## src/sv/taa_pkg.sv

```systemverilog
`timescale 1ns / 1ps
// Shared constants, status struct and state encodings for the triangle area accumulator.
package taa_pkg;

    localparam int COORD_BITS_DEF = 16;
    localparam int AREA_BITS      = 34;
    localparam int TOTAL_BITS     = 56;
    localparam int SQ_DIGIT       = 16;   // multiplier digit width of the squaring unit

    typedef struct packed {
        logic busy;
        logic done;
    } t_unit_sts;

    typedef enum logic [1:0] {
        ST_IDLE,
        ST_SQSUM,
        ST_ROOT,
        ST_EMIT
    } t_top_state;

    typedef enum logic [2:0] {
        SQ_IDLE,
        SQ_MUL,
        SQ_SUB,
        SQ_DIG,
        SQ_ADD
    } t_sq_state;

endpackage

```

## src/sv/taa_if.sv

```systemverilog
`timescale 1ns / 1ps
// Valid/ready channel interfaces for triangle beats and area result beats.
interface taa_tri_if #(
    parameter int COORD_BITS = taa_pkg::COORD_BITS_DEF
);
    logic                         valid;
    logic                         ready;
    logic signed [COORD_BITS-1:0] ax;
    logic signed [COORD_BITS-1:0] ay;
    logic signed [COORD_BITS-1:0] az;
    logic signed [COORD_BITS-1:0] bx;
    logic signed [COORD_BITS-1:0] by;
    logic signed [COORD_BITS-1:0] bz;
    logic signed [COORD_BITS-1:0] cx;
    logic signed [COORD_BITS-1:0] cy;
    logic signed [COORD_BITS-1:0] cz;
    logic                         last_face;

    modport source (
        output valid, ax, ay, az, bx, by, bz, cx, cy, cz, last_face,
        input  ready
    );
    modport sink (
        input  valid, ax, ay, az, bx, by, bz, cx, cy, cz, last_face,
        output ready
    );
endinterface

interface taa_area_if;
    logic                             valid;
    logic                             ready;
    logic [taa_pkg::AREA_BITS-1:0]    face_area;
    logic [taa_pkg::TOTAL_BITS-1:0]   running_total;
    logic                             total_saturated;

    modport source (
        output valid, face_area, running_total, total_saturated,
        input  ready
    );
    modport sink (
        input  valid, face_area, running_total, total_saturated,
        output ready
    );
endinterface

```

## src/sv/triangle_area_accumulator.sv

```systemverilog
`timescale 1ns / 1ps
// Triangle area accumulator top level: control, saturating total and result register.
//
// Usage notes:
//   i_tri  : one beat per triangle, three signed Q8.8 vertices plus last_face.
//   o_area : one beat per triangle: face_area (units of 2^-16), the running
//            total including this face, and the sticky total_saturated flag.
//   One triangle is in work at a time. The time from accept to o_area.valid
//   is set by the squaring unit, one 16-bit multiplier digit per cycle, and
//   by the square root, one radicand bit pair per cycle, plus the handoffs
//   between the units.
//   The result sits in an output register; i_tri.ready returns as soon as it
//   is loaded, so the next triangle runs while the result waits. If the
//   receiver stalls longer, the finished triangle waits in the engine and
//   i_tri stays not ready.
//   A last_face beat reports the total including itself, then total and flag
//   clear to zero. Reset clears the total, the flag and all control; no
//   result is pending after reset.
module triangle_area_accumulator #(
    parameter int COORD_BITS = taa_pkg::COORD_BITS_DEF
) (
    input  logic        i_clk,
    input  logic        i_rst_n,
    taa_tri_if.sink     i_tri,
    taa_area_if.source  o_area
);
    import taa_pkg::*;

    localparam int SW = 4 * COORD_BITS + 4;        // squared length
    localparam int QW = SW / 2;                    // root
    localparam int AW = QW - 1;                    // root / 2
    localparam int XW = (AW > AREA_BITS) ? AW : AREA_BITS;

    t_top_state             r_state, n_state;
    logic                   r_last, n_last;
    logic                   r_out_valid, n_out_valid;
    logic [TOTAL_BITS-1:0]  r_sum, n_sum;
    logic                   r_ovf, n_ovf;
    logic [AREA_BITS-1:0]   r_area_o, n_area_o;
    logic [TOTAL_BITS-1:0]  r_total_o, n_total_o;
    logic                   r_sat_o, n_sat_o;

    logic signed [COORD_BITS-1:0] tri_a [3];
    logic signed [COORD_BITS-1:0] tri_b [3];
    logic signed [COORD_BITS-1:0] tri_c [3];

    t_unit_sts              sq_sts, rt_sts;
    logic [SW-1:0]          sq_sum;
    logic [QW-1:0]          root;
    logic                   accept, sq_start, rt_start, emit, out_free;

    logic [XW-1:0]          area_x;
    logic                   area_big;
    logic [AREA_BITS-1:0]   area;
    logic [TOTAL_BITS:0]    sum_w;
    logic                   carry;
    logic [TOTAL_BITS-1:0]  new_total;

    assign tri_a[0] = i_tri.ax;
    assign tri_a[1] = i_tri.ay;
    assign tri_a[2] = i_tri.az;
    assign tri_b[0] = i_tri.bx;
    assign tri_b[1] = i_tri.by;
    assign tri_b[2] = i_tri.bz;
    assign tri_c[0] = i_tri.cx;
    assign tri_c[1] = i_tri.cy;
    assign tri_c[2] = i_tri.cz;

    taa_sqsum #(
        .COORD_BITS (COORD_BITS)
    ) u_sqsum (
        .i_clk   (i_clk),
        .i_rst_n (i_rst_n),
        .i_start (sq_start),
        .i_va    (tri_a),
        .i_vb    (tri_b),
        .i_vc    (tri_c),
        .o_sts   (sq_sts),
        .o_sum   (sq_sum)
    );

    taa_isqrt #(
        .COORD_BITS (COORD_BITS)
    ) u_isqrt (
        .i_clk   (i_clk),
        .i_rst_n (i_rst_n),
        .i_start (rt_start),
        .i_rad   (sq_sum),
        .o_sts   (rt_sts),
        .o_root  (root)
    );

    // area = floor(root / 2), clamped to the field width for wide coordinates
    assign area_x   = XW'(root[QW-1:1]);
    assign area_big = |(area_x >> AREA_BITS);
    assign area     = area_big ? '1 : area_x[AREA_BITS-1:0];

    // carry out of the 57-bit add means the total would pass its maximum
    assign sum_w     = {1'b0, r_sum} + (TOTAL_BITS + 1)'(area);
    assign carry     = sum_w[TOTAL_BITS];
    assign new_total = carry ? '1 : sum_w[TOTAL_BITS-1:0];

    assign out_free    = !r_out_valid || o_area.ready;
    assign i_tri.ready = (r_state == ST_IDLE);
    assign accept      = i_tri.valid && (r_state == ST_IDLE);
    assign sq_start    = accept;
    assign rt_start    = (r_state == ST_SQSUM) && sq_sts.done;
    assign emit        = (r_state == ST_EMIT) && out_free;

    always_comb begin
        n_state     = r_state;
        n_last      = r_last;
        n_sum       = r_sum;
        n_ovf       = r_ovf;
        n_area_o    = r_area_o;
        n_total_o   = r_total_o;
        n_sat_o     = r_sat_o;
        n_out_valid = o_area.ready ? 1'b0 : r_out_valid;
        case (r_state)
            ST_IDLE: begin
                if (accept) begin
                    n_last  = i_tri.last_face;
                    n_state = ST_SQSUM;
                end
            end
            ST_SQSUM: begin
                if (rt_start) begin
                    n_state = ST_ROOT;
                end
            end
            ST_ROOT: begin
                if (rt_sts.done) begin
                    n_state = ST_EMIT;
                end
            end
            ST_EMIT: begin
                if (emit) begin
                    n_area_o    = area;
                    n_total_o   = new_total;
                    n_sat_o     = r_ovf | carry;
                    n_out_valid = 1'b1;
                    // mesh end: clear after reporting
                    n_sum       = r_last ? '0 : new_total;
                    n_ovf       = r_last ? 1'b0 : (r_ovf | carry);
                    n_state     = ST_IDLE;
                end
            end
            default: begin
                n_state = ST_IDLE;
            end
        endcase
    end

    always_ff @(posedge i_clk) begin
        if (!i_rst_n) begin
            r_state     <= ST_IDLE;
            r_out_valid <= 1'b0;
            r_sum       <= '0;
            r_ovf       <= 1'b0;
        end else begin
            r_state     <= n_state;
            r_out_valid <= n_out_valid;
            r_sum       <= n_sum;
            r_ovf       <= n_ovf;
        end
    end

    always_ff @(posedge i_clk) begin
        r_last    <= n_last;
        r_area_o  <= n_area_o;
        r_total_o <= n_total_o;
        r_sat_o   <= n_sat_o;
    end

    assign o_area.valid           = r_out_valid;
    assign o_area.face_area       = r_area_o;
    assign o_area.running_total   = r_total_o;
    assign o_area.total_saturated = r_sat_o;

    // ready only while both engines are quiet
    a_ready_idle: assert property (@(posedge i_clk) disable iff (!i_rst_n)
        i_tri.ready |-> (!sq_sts.busy && !rt_sts.busy))
        else $error("input ready while an engine is busy");

    a_accept_starts: assert property (@(posedge i_clk) disable iff (!i_rst_n)
        (i_tri.valid && i_tri.ready) |=> sq_sts.busy)
        else $error("accepted beat did not start the squaring unit");

    a_root_owner: assert property (@(posedge i_clk) disable iff (!i_rst_n)
        rt_sts.done |-> (r_state == ST_ROOT && !sq_sts.done))
        else $error("root finished outside its phase");

    a_sat_total: assert property (@(posedge i_clk) disable iff (!i_rst_n)
        (o_area.valid && o_area.total_saturated) |-> (&o_area.running_total))
        else $error("saturation flag set with total below maximum");

endmodule

```

## src/sv/taa_sqsum.sv

```systemverilog
`timescale 1ns / 1ps
// Edge vectors, cross product and digit-serial sum of squared cross components.
module taa_sqsum #(
    parameter int COORD_BITS = taa_pkg::COORD_BITS_DEF
) (
    input  logic                         i_clk,
    input  logic                         i_rst_n,
    input  logic                         i_start,
    input  logic signed [COORD_BITS-1:0] i_va [3],
    input  logic signed [COORD_BITS-1:0] i_vb [3],
    input  logic signed [COORD_BITS-1:0] i_vc [3],
    output taa_pkg::t_unit_sts           o_sts,
    output logic [4*COORD_BITS+3:0]      o_sum
);
    import taa_pkg::*;

    localparam int DW   = COORD_BITS + 1;        // edge component
    localparam int PW   = 2 * DW;                // one product
    localparam int NW   = PW + 1;                // cross component, signed
    localparam int MW   = 2 * COORD_BITS + 1;    // |cross component|
    localparam int SQW  = 2 * MW;
    localparam int SW   = 4 * COORD_BITS + 4;
    localparam int NDIG = (MW + SQ_DIGIT - 1) / SQ_DIGIT;
    localparam int DSW  = NDIG * SQ_DIGIT;
    localparam int DCW  = (NDIG > 1) ? $clog2(NDIG) : 1;

    t_sq_state             r_state, n_state;
    logic [1:0]            r_comp, n_comp;
    logic [DCW-1:0]        r_dig, n_dig;
    logic                  r_done, n_done;

    logic signed [DW-1:0]  r_u [3];
    logic signed [DW-1:0]  r_v [3];
    logic signed [DW-1:0]  n_u [3];
    logic signed [DW-1:0]  n_v [3];
    logic signed [PW-1:0]  r_pa, n_pa, r_pb, n_pb;
    logic [MW-1:0]         r_mag, n_mag;
    logic [DSW-1:0]        r_dsh, n_dsh;
    logic [SQW-1:0]        r_sq, n_sq;
    logic [SW-1:0]         r_acc, n_acc;

    logic signed [DW-1:0]  mul_a, mul_b, mul_c, mul_d;
    logic signed [NW-1:0]  diff;
    logic [NW-1:0]         mag_full;
    logic [SQ_DIGIT-1:0]   digit;
    logic [MW+SQ_DIGIT-1:0] part_prod;

    // operand pick: n[k] = u[k+1]*v[k+2] - u[k+2]*v[k+1]
    always_comb begin
        case (r_comp)
            2'd0: begin
                mul_a = r_u[1]; mul_b = r_v[2]; mul_c = r_u[2]; mul_d = r_v[1];
            end
            2'd1: begin
                mul_a = r_u[2]; mul_b = r_v[0]; mul_c = r_u[0]; mul_d = r_v[2];
            end
            default: begin
                mul_a = r_u[0]; mul_b = r_v[1]; mul_c = r_u[1]; mul_d = r_v[0];
            end
        endcase
    end

    assign diff      = {r_pa[PW-1], r_pa} - {r_pb[PW-1], r_pb};
    assign mag_full  = diff[NW-1] ? NW'(-diff) : NW'(diff);
    assign digit     = r_dsh[DSW-1 -: SQ_DIGIT];
    assign part_prod = r_mag * digit;

    always_comb begin
        n_state = r_state;
        n_comp  = r_comp;
        n_dig   = r_dig;
        n_done  = 1'b0;
        n_u     = r_u;
        n_v     = r_v;
        n_pa    = r_pa;
        n_pb    = r_pb;
        n_mag   = r_mag;
        n_dsh   = r_dsh;
        n_sq    = r_sq;
        n_acc   = r_acc;
        case (r_state)
            SQ_IDLE: begin
                if (i_start) begin
                    for (int k = 0; k < 3; k++) begin
                        n_u[k] = {i_vb[k][COORD_BITS-1], i_vb[k]}
                               - {i_va[k][COORD_BITS-1], i_va[k]};
                        n_v[k] = {i_vc[k][COORD_BITS-1], i_vc[k]}
                               - {i_va[k][COORD_BITS-1], i_va[k]};
                    end
                    n_comp  = 2'd0;
                    n_acc   = '0;
                    n_state = SQ_MUL;
                end
            end
            SQ_MUL: begin
                n_pa    = mul_a * mul_b;
                n_pb    = mul_c * mul_d;
                n_state = SQ_SUB;
            end
            SQ_SUB: begin
                n_mag   = mag_full[MW-1:0];
                n_dsh   = DSW'(mag_full[MW-1:0]);
                n_sq    = '0;
                n_dig   = '0;
                n_state = SQ_DIG;
            end
            SQ_DIG: begin
                // MSB-first Horner: sq = sq * 2^D + mag * digit
                n_sq  = (r_sq << SQ_DIGIT) + SQW'(part_prod);
                n_dsh = r_dsh << SQ_DIGIT;
                n_dig = r_dig + 1'b1;
                if (r_dig == DCW'(NDIG - 1)) begin
                    n_state = SQ_ADD;
                end
            end
            SQ_ADD: begin
                n_acc = r_acc + SW'(r_sq);
                if (r_comp == 2'd2) begin
                    n_done  = 1'b1;
                    n_state = SQ_IDLE;
                end else begin
                    n_comp  = r_comp + 2'd1;
                    n_state = SQ_MUL;
                end
            end
            default: begin
                n_state = SQ_IDLE;
            end
        endcase
    end

    always_ff @(posedge i_clk) begin
        if (!i_rst_n) begin
            r_state <= SQ_IDLE;
            r_comp  <= 2'd0;
            r_dig   <= '0;
            r_done  <= 1'b0;
        end else begin
            r_state <= n_state;
            r_comp  <= n_comp;
            r_dig   <= n_dig;
            r_done  <= n_done;
        end
    end

    always_ff @(posedge i_clk) begin
        r_u   <= n_u;
        r_v   <= n_v;
        r_pa  <= n_pa;
        r_pb  <= n_pb;
        r_mag <= n_mag;
        r_dsh <= n_dsh;
        r_sq  <= n_sq;
        r_acc <= n_acc;
    end

    assign o_sts.busy = (r_state != SQ_IDLE);
    assign o_sts.done = r_done;
    assign o_sum      = r_acc;

endmodule

```

## src/sv/taa_isqrt.sv

```systemverilog
`timescale 1ns / 1ps
// Restoring integer square root, one radicand bit pair per cycle.
module taa_isqrt #(
    parameter int COORD_BITS = taa_pkg::COORD_BITS_DEF
) (
    input  logic                     i_clk,
    input  logic                     i_rst_n,
    input  logic                     i_start,
    input  logic [4*COORD_BITS+3:0]  i_rad,
    output taa_pkg::t_unit_sts       o_sts,
    output logic [2*COORD_BITS+1:0]  o_root
);
    import taa_pkg::*;

    localparam int SW = 4 * COORD_BITS + 4;
    localparam int QW = SW / 2;
    localparam int RW = QW + 1;           // remainder never exceeds 2*root
    localparam int CW = $clog2(QW);

    logic            r_busy, n_busy;
    logic            r_done, n_done;
    logic [CW-1:0]   r_cnt, n_cnt;
    logic [SW-1:0]   r_rad, n_rad;
    logic [RW-1:0]   r_rem, n_rem;
    logic [QW-1:0]   r_root, n_root;

    logic [RW+1:0]   rem_sh;
    logic [RW+1:0]   trial;
    logic [RW+1:0]   rem_sub;
    logic            ge;

    assign rem_sh  = {r_rem, r_rad[SW-1 -: 2]};
    assign trial   = (RW + 2)'({r_root, 2'b01});
    assign ge      = (rem_sh >= trial);
    assign rem_sub = rem_sh - trial;

    always_comb begin
        n_busy = r_busy;
        n_done = 1'b0;
        n_cnt  = r_cnt;
        n_rad  = r_rad;
        n_rem  = r_rem;
        n_root = r_root;
        if (r_busy) begin
            n_rad  = r_rad << 2;
            n_rem  = ge ? rem_sub[RW-1:0] : rem_sh[RW-1:0];
            n_root = {r_root[QW-2:0], ge};
            n_cnt  = r_cnt - 1'b1;
            if (r_cnt == '0) begin
                n_busy = 1'b0;
                n_done = 1'b1;
            end
        end else if (i_start) begin
            n_busy = 1'b1;
            n_cnt  = CW'(QW - 1);
            n_rad  = i_rad;
            n_rem  = '0;
            n_root = '0;
        end
    end

    always_ff @(posedge i_clk) begin
        if (!i_rst_n) begin
            r_busy <= 1'b0;
            r_done <= 1'b0;
            r_cnt  <= '0;
        end else begin
            r_busy <= n_busy;
            r_done <= n_done;
            r_cnt  <= n_cnt;
        end
    end

    always_ff @(posedge i_clk) begin
        r_rad  <= n_rad;
        r_rem  <= n_rem;
        r_root <= n_root;
    end

    assign o_sts.busy = r_busy;
    assign o_sts.done = r_done;
    assign o_root     = r_root;

endmodule
```

## src/flat_wrapper.sv

```systemverilog
// flat-port wrapper written by rule: the top's interface ports become plain ports
module triangle_area_accumulator_flat import taa_pkg::*;
#(
    parameter int COORD_BITS = taa_pkg::COORD_BITS_DEF
)
  (i_clk, i_rst_n, i_tri_valid, i_tri_ax, i_tri_ay, i_tri_az, i_tri_bx, i_tri_by, i_tri_bz, i_tri_cx, i_tri_cy, i_tri_cz, i_tri_last_face, i_tri_ready, o_area_valid, o_area_face_area, o_area_running_total, o_area_total_saturated, o_area_ready);
  taa_tri_if #(.COORD_BITS(COORD_BITS)) i_tri_i ();
  taa_area_if o_area_i ();
  input  logic i_clk;
  input  logic i_rst_n;
  input wire logic [$bits(i_tri_i.valid)-1:0] i_tri_valid;
  input wire logic [$bits(i_tri_i.ax)-1:0] i_tri_ax;
  input wire logic [$bits(i_tri_i.ay)-1:0] i_tri_ay;
  input wire logic [$bits(i_tri_i.az)-1:0] i_tri_az;
  input wire logic [$bits(i_tri_i.bx)-1:0] i_tri_bx;
  input wire logic [$bits(i_tri_i.by)-1:0] i_tri_by;
  input wire logic [$bits(i_tri_i.bz)-1:0] i_tri_bz;
  input wire logic [$bits(i_tri_i.cx)-1:0] i_tri_cx;
  input wire logic [$bits(i_tri_i.cy)-1:0] i_tri_cy;
  input wire logic [$bits(i_tri_i.cz)-1:0] i_tri_cz;
  input wire logic [$bits(i_tri_i.last_face)-1:0] i_tri_last_face;
  output wire logic [$bits(i_tri_i.ready)-1:0] i_tri_ready;
  output wire logic [$bits(o_area_i.valid)-1:0] o_area_valid;
  output wire logic [$bits(o_area_i.face_area)-1:0] o_area_face_area;
  output wire logic [$bits(o_area_i.running_total)-1:0] o_area_running_total;
  output wire logic [$bits(o_area_i.total_saturated)-1:0] o_area_total_saturated;
  input wire logic [$bits(o_area_i.ready)-1:0] o_area_ready;
  assign i_tri_i.valid = i_tri_valid;
  assign i_tri_i.ax = i_tri_ax;
  assign i_tri_i.ay = i_tri_ay;
  assign i_tri_i.az = i_tri_az;
  assign i_tri_i.bx = i_tri_bx;
  assign i_tri_i.by = i_tri_by;
  assign i_tri_i.bz = i_tri_bz;
  assign i_tri_i.cx = i_tri_cx;
  assign i_tri_i.cy = i_tri_cy;
  assign i_tri_i.cz = i_tri_cz;
  assign i_tri_i.last_face = i_tri_last_face;
  assign i_tri_ready = i_tri_i.ready;
  assign o_area_valid = o_area_i.valid;
  assign o_area_face_area = o_area_i.face_area;
  assign o_area_running_total = o_area_i.running_total;
  assign o_area_total_saturated = o_area_i.total_saturated;
  assign o_area_i.ready = o_area_ready;
  triangle_area_accumulator #(.COORD_BITS(COORD_BITS)) u_core (.i_clk(i_clk), .i_rst_n(i_rst_n), .i_tri(i_tri_i), .o_area(o_area_i));
endmodule
```

## config.mk

```make
export PLATFORM = sky130hd
export DESIGN_NAME = triangle_area_accumulator_flat
export DESIGN_NICKNAME = d
export VERILOG_FILES = /design/src/sv/taa_pkg.sv /design/src/sv/taa_if.sv /design/src/sv/triangle_area_accumulator.sv /design/src/sv/taa_sqsum.sv /design/src/sv/taa_isqrt.sv /design/src/flat_wrapper.sv
export SDC_FILE = /design/constraint.sdc
export NUM_CORES = 2
export LEC_CHECK = 0
export ABC_AREA = 1
export BUFFER_PORTS_ARGS = -buffer_cell sky130_fd_sc_hd__buf_4
export CORE_MARGIN = 1.5
export CORE_UTILIZATION = 40
export DETAILED_ROUTE_END_ITERATION = 10
export PLACE_DENSITY = 0.66
export SYNTH_ARGS = -nofsm -noshare
export SYNTH_HDL_FRONTEND = slang
export SYNTH_SLANG_ARGS = --single-unit
```

## constraint.sdc

```tcl
create_clock -name i_clk -period 24.4 [get_ports i_clk]
set_input_delay 3.66 -clock i_clk [delete_from_list [all_inputs] [get_ports i_clk]]
set_output_delay 3.66 -clock i_clk [all_outputs]
set_load 0.05 [all_outputs]
```

### After elaboration in Yosys (flattened, before gate mapping)

Index checks and enable logic that the tools add are counted.

* word-level logic and storage cells: 131
* bits in registers: 689
* input port bits: 149
* output and inout bits: 93

* $lt $le $gt $ge: 1
* muxes and demuxes: 42
* bitwise gates (word level): 1
* add/sub/neg operators: 15
* equal/unequal tests: 17
* $mul: 3
* reduce and logical (&&, ||, !) cells: 21

Operator list (count)
* 68-bit two-way mux: 3
* 17-bit case mux with 2 select lines: 4
* 68-bit case mux with 2 select lines: 1
* 66-bit case mux with 2 select lines: 1
* 56-bit two-way mux: 2
* 35-bit two-way mux: 3
* 16-bit by 16-bit subtractor with 17-bit output: 6
* 48-bit case mux with 2 select lines: 1
* 68-bit by 66-bit adder with 68-bit output: 1
* 17-bit by 17-bit multiplier with 34-bit output: 2
* 34-bit two-way mux: 2
* 66-bit by 49-bit adder with 66-bit output: 1
* 56-bit by 33-bit adder with 57-bit output: 1
* 33-bit by 16-bit multiplier with 49-bit output: 1
* 37-bit by 36-bit >= comparator with 1-bit output: 1
* 34-bit by 34-bit subtractor with 35-bit output: 1
* 35-bit subtractor: 1
* 33-bit two-way mux: 1
* 33-bit negation: 1
* 3-bit case mux with 5 select lines: 1
* 2-bit AND reduction: 7
* 2-bit two-way mux: 6
* 6-bit two-way mux: 2
* 1-bit two-way mux: 10
* other kinds (22): 40

### Longest topological paths before layout

* depth in word-level cells: 5
* gate-level depth with buffers: 40
* gate-level depth less buffers: 37

### Modules after synthesis

From an unflattened synthesis, not the netlist that was laid out.

* cells, all modules: 11029
* area total of the unflattened synthesis: 86603.1 sq um

Modules (own cells, without submodules)
* taa_sqsum: times used 1, seq. area each 11721.2 sq um, cells an instance 8602, area an instance 67646.1 sq um
* triangle_area_accumulator: times used 1, seq. area each 3933.8 sq um, cells an instance 1338, area an instance 9998.3 sq um
* taa_isqrt: times used 1, seq. area each 4254.1 sq um, cells an instance 1089, area an instance 8958.6 sq um

### Least setup slack after synthesis

OpenSTA, ideal clock, no wires.

* path kind: in2reg
* start: input i_tri_valid
* end: register u_core.u_sqsum.r_comp[0]
* setup time: 141 ps
* arrival time: 11743 ps
* setup slack: 12516 ps
* data required time: 24259 ps
* stages on the path: 5
* cell sequence: nand2_1 > nor3_1 > a21oi_1 > a21oi_1 > a211oi_1

* longest elaborated chain between the ends: 3

Ends and longest elaborated chain
* from (decl): RTL line flat_wrapper.sv:11 `input wire logic [$bits(i_tri_i.valid)-1:0] i_tri_valid;`
* 1-bit logical AND: RTL line triangle_area_accumulator.sv:105 `assign accept = i_tri.valid && (r_state == ST_IDLE);`
* 2-bit by 1-bit != test with 1-bit output (no line)
* 3-bit AND reduction (no line)
* to (signal assigned): RTL line taa_sqsum.sv:140 `r_comp <= n_comp;`
* to (decl): RTL line taa_sqsum.sv:28 `logic [1:0] r_comp, n_comp;`

Every way passes these cells.
A chain may end at the register's enable or synchronous reset.

### Worst setup path after layout

* start: register u_core.u_sqsum.r_comp[0]
* end: register u_core.u_sqsum.r_pa[31], data pin

* longest elaborated chain between the ends: 3

Ends and longest elaborated chain
* 2-bit by 1-bit equality test with 1-bit output or 2-bit logical NOT (tied branches): RTL line taa_sqsum.sv:50 `case (r_comp)`
* 17-bit case mux with 2 select lines: RTL line taa_sqsum.sv:50
* 17-bit by 17-bit multiplier with 34-bit output *: RTL line taa_sqsum.sv:96 `n_pa = mul_a * mul_b;`
* to (signal assigned): RTL line taa_sqsum.sv:149 `r_pa <= n_pa;`
* to (decl): RTL line taa_sqsum.sv:36 `logic signed [PW-1:0] r_pa, n_pa, r_pb, n_pb;`

Mark *: on every way between the ends. The rest lies on a longest branch, timed or not.

==> metrics.md <==
| Metric | Value |
|---|---|
| Outcome | completed |
| CTS resizes | 0 |
| Sequential share of the synthesized area | 0.236 |
| Vias in the first global route | 70,700 |
| Core area | 0.209 mm^2 |
| Synth Register Bits | 689 |
| Clk buf depth | 3 |
| Clock transition at path regs | 0.07 ns |
| Worst Path Arrival | 9.06 ns |
| Post-CTS setup buffer count | 0 |
| All-Layer GR Usage | 0.236 |
| Total grt overflow | 0 |
| Die area | 0.213 mm^2 |
| Ys flop type | edfxtp_1 |
| Crit-path slowest cell | a21oi_1 |
| Crit-path leading delay family | adder cells |
| Final hold violations | 0 |
| DIE WIDTH | 462 um |
| Critical path startpoint category | flop |
| Post-synth ARST share | 0 |
| Relative slew slack | 0.166 |
| Mapped cell area | 0.0842 mm^2 |
| Setup crit end kind | flop |
| Yosys cell types | 64 |
| Setup TNS | 0 ns |
| Via density | 5.09 |
| Final period demand of the worst path | 8.61 ns |
| DRT antenna net count | 0 |
| Fillers | 20,800 |
| Worst Max-Slew Pin Slew | 1.25 ns |
| Synth Instances | 10,500 |
| Syn avg cell area | 8.04 um^2 |
| Critical path class | flop to flop |
| Syn_nets | 12,300 |
| Setup Skew | 0.0251 ns |
| Max Cap Viol | 0 |
| Total DRC errors in the routed layout | 0 |
| Top Ports | 242 |
| First-pass GRT wire length | 394,000 um |
| Nets | 12,400 |
| Area of the multi-input gates | 0.0532 mm^2 |
| Max-slew violations | 0 |
| Most used cell, CP | nand2_1 |
| Port bufs | 240 |
| Row cnt | 168 |
| Die Y-Extent | 462 um |
| Worst Path Buf+Inv | 8 |
| Area Growth Syn to Fin | 9.26% |
| CTS root buffer | clkbuf_16 |
| Pre-Repair DR Iteration Count | 8 |
| Syn. warnings | 0 |
| Hold WC Path Type | flop to flop |
| Share of layout cells above drive strength 1 | 0.0567 |
| Unrepaired setup endpoints after global routing | no |
| Num CTS Buffers | 80 |
| Vias | 68,600 |
| H-tree lvl count | 3 |
| CTS tree | yes |
| FF-to-FF setup slack | 15.79 ns |
| Post-Route WL | 250,000 um |
| FMAX | 0.116 GHz |
| GP Congestion | 0.977 |
| CP max stage delay | 0.96 ns |
| Sequential Area | 0.0199 mm^2 |
| # setup viols final | 0 |
| Critical Path Fanout Max | 39 |
| Critical Path RT | 24.85 ns |
| Skew-Pair Late Insertion Delay | 0.72 ns |
| Initial Util | 0.402 |
| Dpl hpwl | 205,000 um |
| Number of enable flip-flop cells after synthesis | 611 |
| Initial antenna violation count | 3 |
| Total clock sinks | 689 |
| WL per Instance | 18.6 um |
| Final critical-path share of the clock period | 0.353 |
| Post-CTS Hold Buffers | 0 |
| Iteration-0 DRC Markers | 5,291 |
| Pin count of the biggest net entering global routing | 98 |
==> area by class of cell <==
cell class                 instances  area share
tap                             2805      0.0381
multi-input combinational       6809       0.578
clock buffer                      94      0.0231
antenna                            1   0.0000272
timing repair buffer             336      0.0274
sequential                       689       0.216
clock inverter                    54     0.00776
inverter                        2675       0.109
==> synthesized netlist by cell type (17+ instances only) <==
cell type  number  share of area
inv_1        2656           0.12
nand2_1      2434           0.11
fa_1         1066           0.25
a21oi_1       646          0.038
edfxtp_1      611           0.22
ha_1          583          0.087
nor2_1        583          0.026
o21ai_0       373          0.022
clkbuf_1      273          0.012
nand3_1       207          0.012
xor2_1        142          0.015
xnor2_1        82         0.0085
dfxtp_1        78          0.019
nand4_1        69         0.0051
a22o_1         63         0.0066
nor3_1         63         0.0037
a31oi_1        60         0.0045
o221ai_1       58         0.0060
o21a_1         44         0.0039
o21bai_1       36         0.0032
a21o_1         34         0.0030
nand2_2        30         0.0022
nor4_1         29         0.0022
or2_2          26         0.0019
a21boi_0       21         0.0019
o211ai_1       18         0.0016
inv_2          17        0.00076
nand3b_1       17         0.0015
==> placed cells by master, fill, tap and decap left out, types with 8 or more instances in the layout <==
| cell | synthesis | final |
|---|---|---|
| o21a_1 | 44 | 44 |
| o22ai_1 | 9 | 9 |
| clkbuf_16 | 0 | 81 |
| a21o_1 | 34 | 34 |
| buf_4 | 1 | 336 |
| nand4_1 | 69 | 69 |
| a211oi_1 | 10 | 10 |
| a22o_1 | 63 | 63 |
| clkinv_1 | 2 | 9 |
| nor4_1 | 29 | 29 |
| or2_2 | 26 | 26 |
| fa_1 | 1066 | 1066 |
| o211ai_1 | 18 | 18 |
| nand3_2 | 8 | 8 |
| ha_1 | 583 | 583 |
| a221oi_1 | 9 | 9 |
| o21ai_0 | 373 | 373 |
| xor2_1 | 142 | 142 |
| o221ai_1 | 58 | 58 |
| nand3_1 | 207 | 207 |
| a31oi_1 | 60 | 60 |
| o31ai_1 | 11 | 11 |
| xnor2_1 | 82 | 82 |
| a21oi_1 | 646 | 645 |
| edfxtp_1 | 611 | 611 |
| nor3_1 | 63 | 62 |
| and2_1 | 8 | 8 |
| nand3b_1 | 17 | 17 |
| dfxtp_1 | 78 | 77 |
| nand2_1 | 2434 | 2432 |
| nor2_2 | 11 | 12 |
| inv_2 | 17 | 19 |
| nor2_1 | 583 | 577 |
| a21boi_0 | 21 | 21 |
| clkbuf_1 | 273 | 8 |
| nand2_2 | 30 | 31 |
| clkinv_2 | 0 | 15 |
| bufinv_16 | 0 | 12 |
| o21bai_1 | 36 | 36 |
| inv_1 | 2656 | 2651 |
==> sequential cells by signal, indices dropped and copies added, names as in the netlist, 34 cells and up <==
| signal | cells |
|---|---|
| u_core.u_isqrt.r_rad | 68 |
| u_core.u_sqsum.o_sum | 68 |
| u_core.u_sqsum.r_sq | 66 |
| u_core.o_area.running_total | 56 |
| u_core.r_sum | 56 |
| u_core.u_sqsum.r_u | 51 |
| u_core.u_sqsum.r_v | 51 |
| u_core.u_sqsum.r_dsh | 48 |
| u_core.u_isqrt.r_rem | 35 |
| u_core.u_isqrt.o_root | 34 |
| u_core.u_sqsum.r_pa | 34 |
| u_core.u_sqsum.r_pb | 34 |
==> worst register-to-register path: cells and delay by family (launching register included) <==
kind / cells / cell delay (ns)
flip-flops: 1 / 0.34
adder cells (fa/ha/maj): 8 / 3.75
buffers and inverters: 8 / 1.56
AND/OR/NAND/NOR: 8 / 0.76
AO/OA/AOI/OAI: 6 / 1.95
==> per-layer routing <==
layer	up-vias	wire, um	track usage
met1	33500	107000	0.306
li1	32400	-	-
met4	2	9250	0.0842
met2	2181	120000	0.402
met5	-	12	0
met3	423	14000	0.0296
==> worst paths after layout <==
check | endpoint | cells after the start | from
worst max-delay path | u_core.u_sqsum.r_pa[31]$_DFFE_PP_ | 30 | u_core.u_sqsum.r_comp[0]$_SDFFE_PN0P_
worst min-delay path | u_core.u_sqsum.r_dig[0]$_SDFFE_PN0P_ | 1 | u_core.u_sqsum.r_dig[0]$_SDFFE_PN0P_
worst min register to register | u_core.u_sqsum.r_dig[0]$_SDFFE_PN0P_ | 1 | u_core.u_sqsum.r_dig[0]$_SDFFE_PN0P_
worst max register to register | u_core.u_sqsum.r_pa[31]$_DFFE_PP_ | 30 | u_core.u_sqsum.r_comp[0]$_SDFFE_PN0P_
==> per-stage QoR <==
step	setup slack (ns)	utilization	hold slack, ns	cells	instance area, um^2
floorplan	12.52	-	0.423	10500	84200
global placement	15.99	0.426	0.434	13300	89200
detailed placement	15.96	0.426	0.438	13300	89200
CTS	15.89	0.440	0.446	13500	92000
global route	15.36	0.440	0.480	13500	92000
finish	15.79	0.440	0.449	13500	92000
==> kinds of logic (layout without fill, tap and decap cells) <==
group	Yosys count	count (layout)	share of synthesized area
AOI/OAI and AO/OA	1418	1418	0.0973
xor gates and xnor gates	235	235	0.0255
adders and majority gates	1649	1649	0.340
buffers and inverters	2973	3159	0.133
DFF	689	689	0.236
other	1	2	0.0000445
and+or+nand+nor	3506	3506	0.168
Power is not shown: default switching activity piles up to over one toggle a cycle in this logic, so the estimate is an artifact.
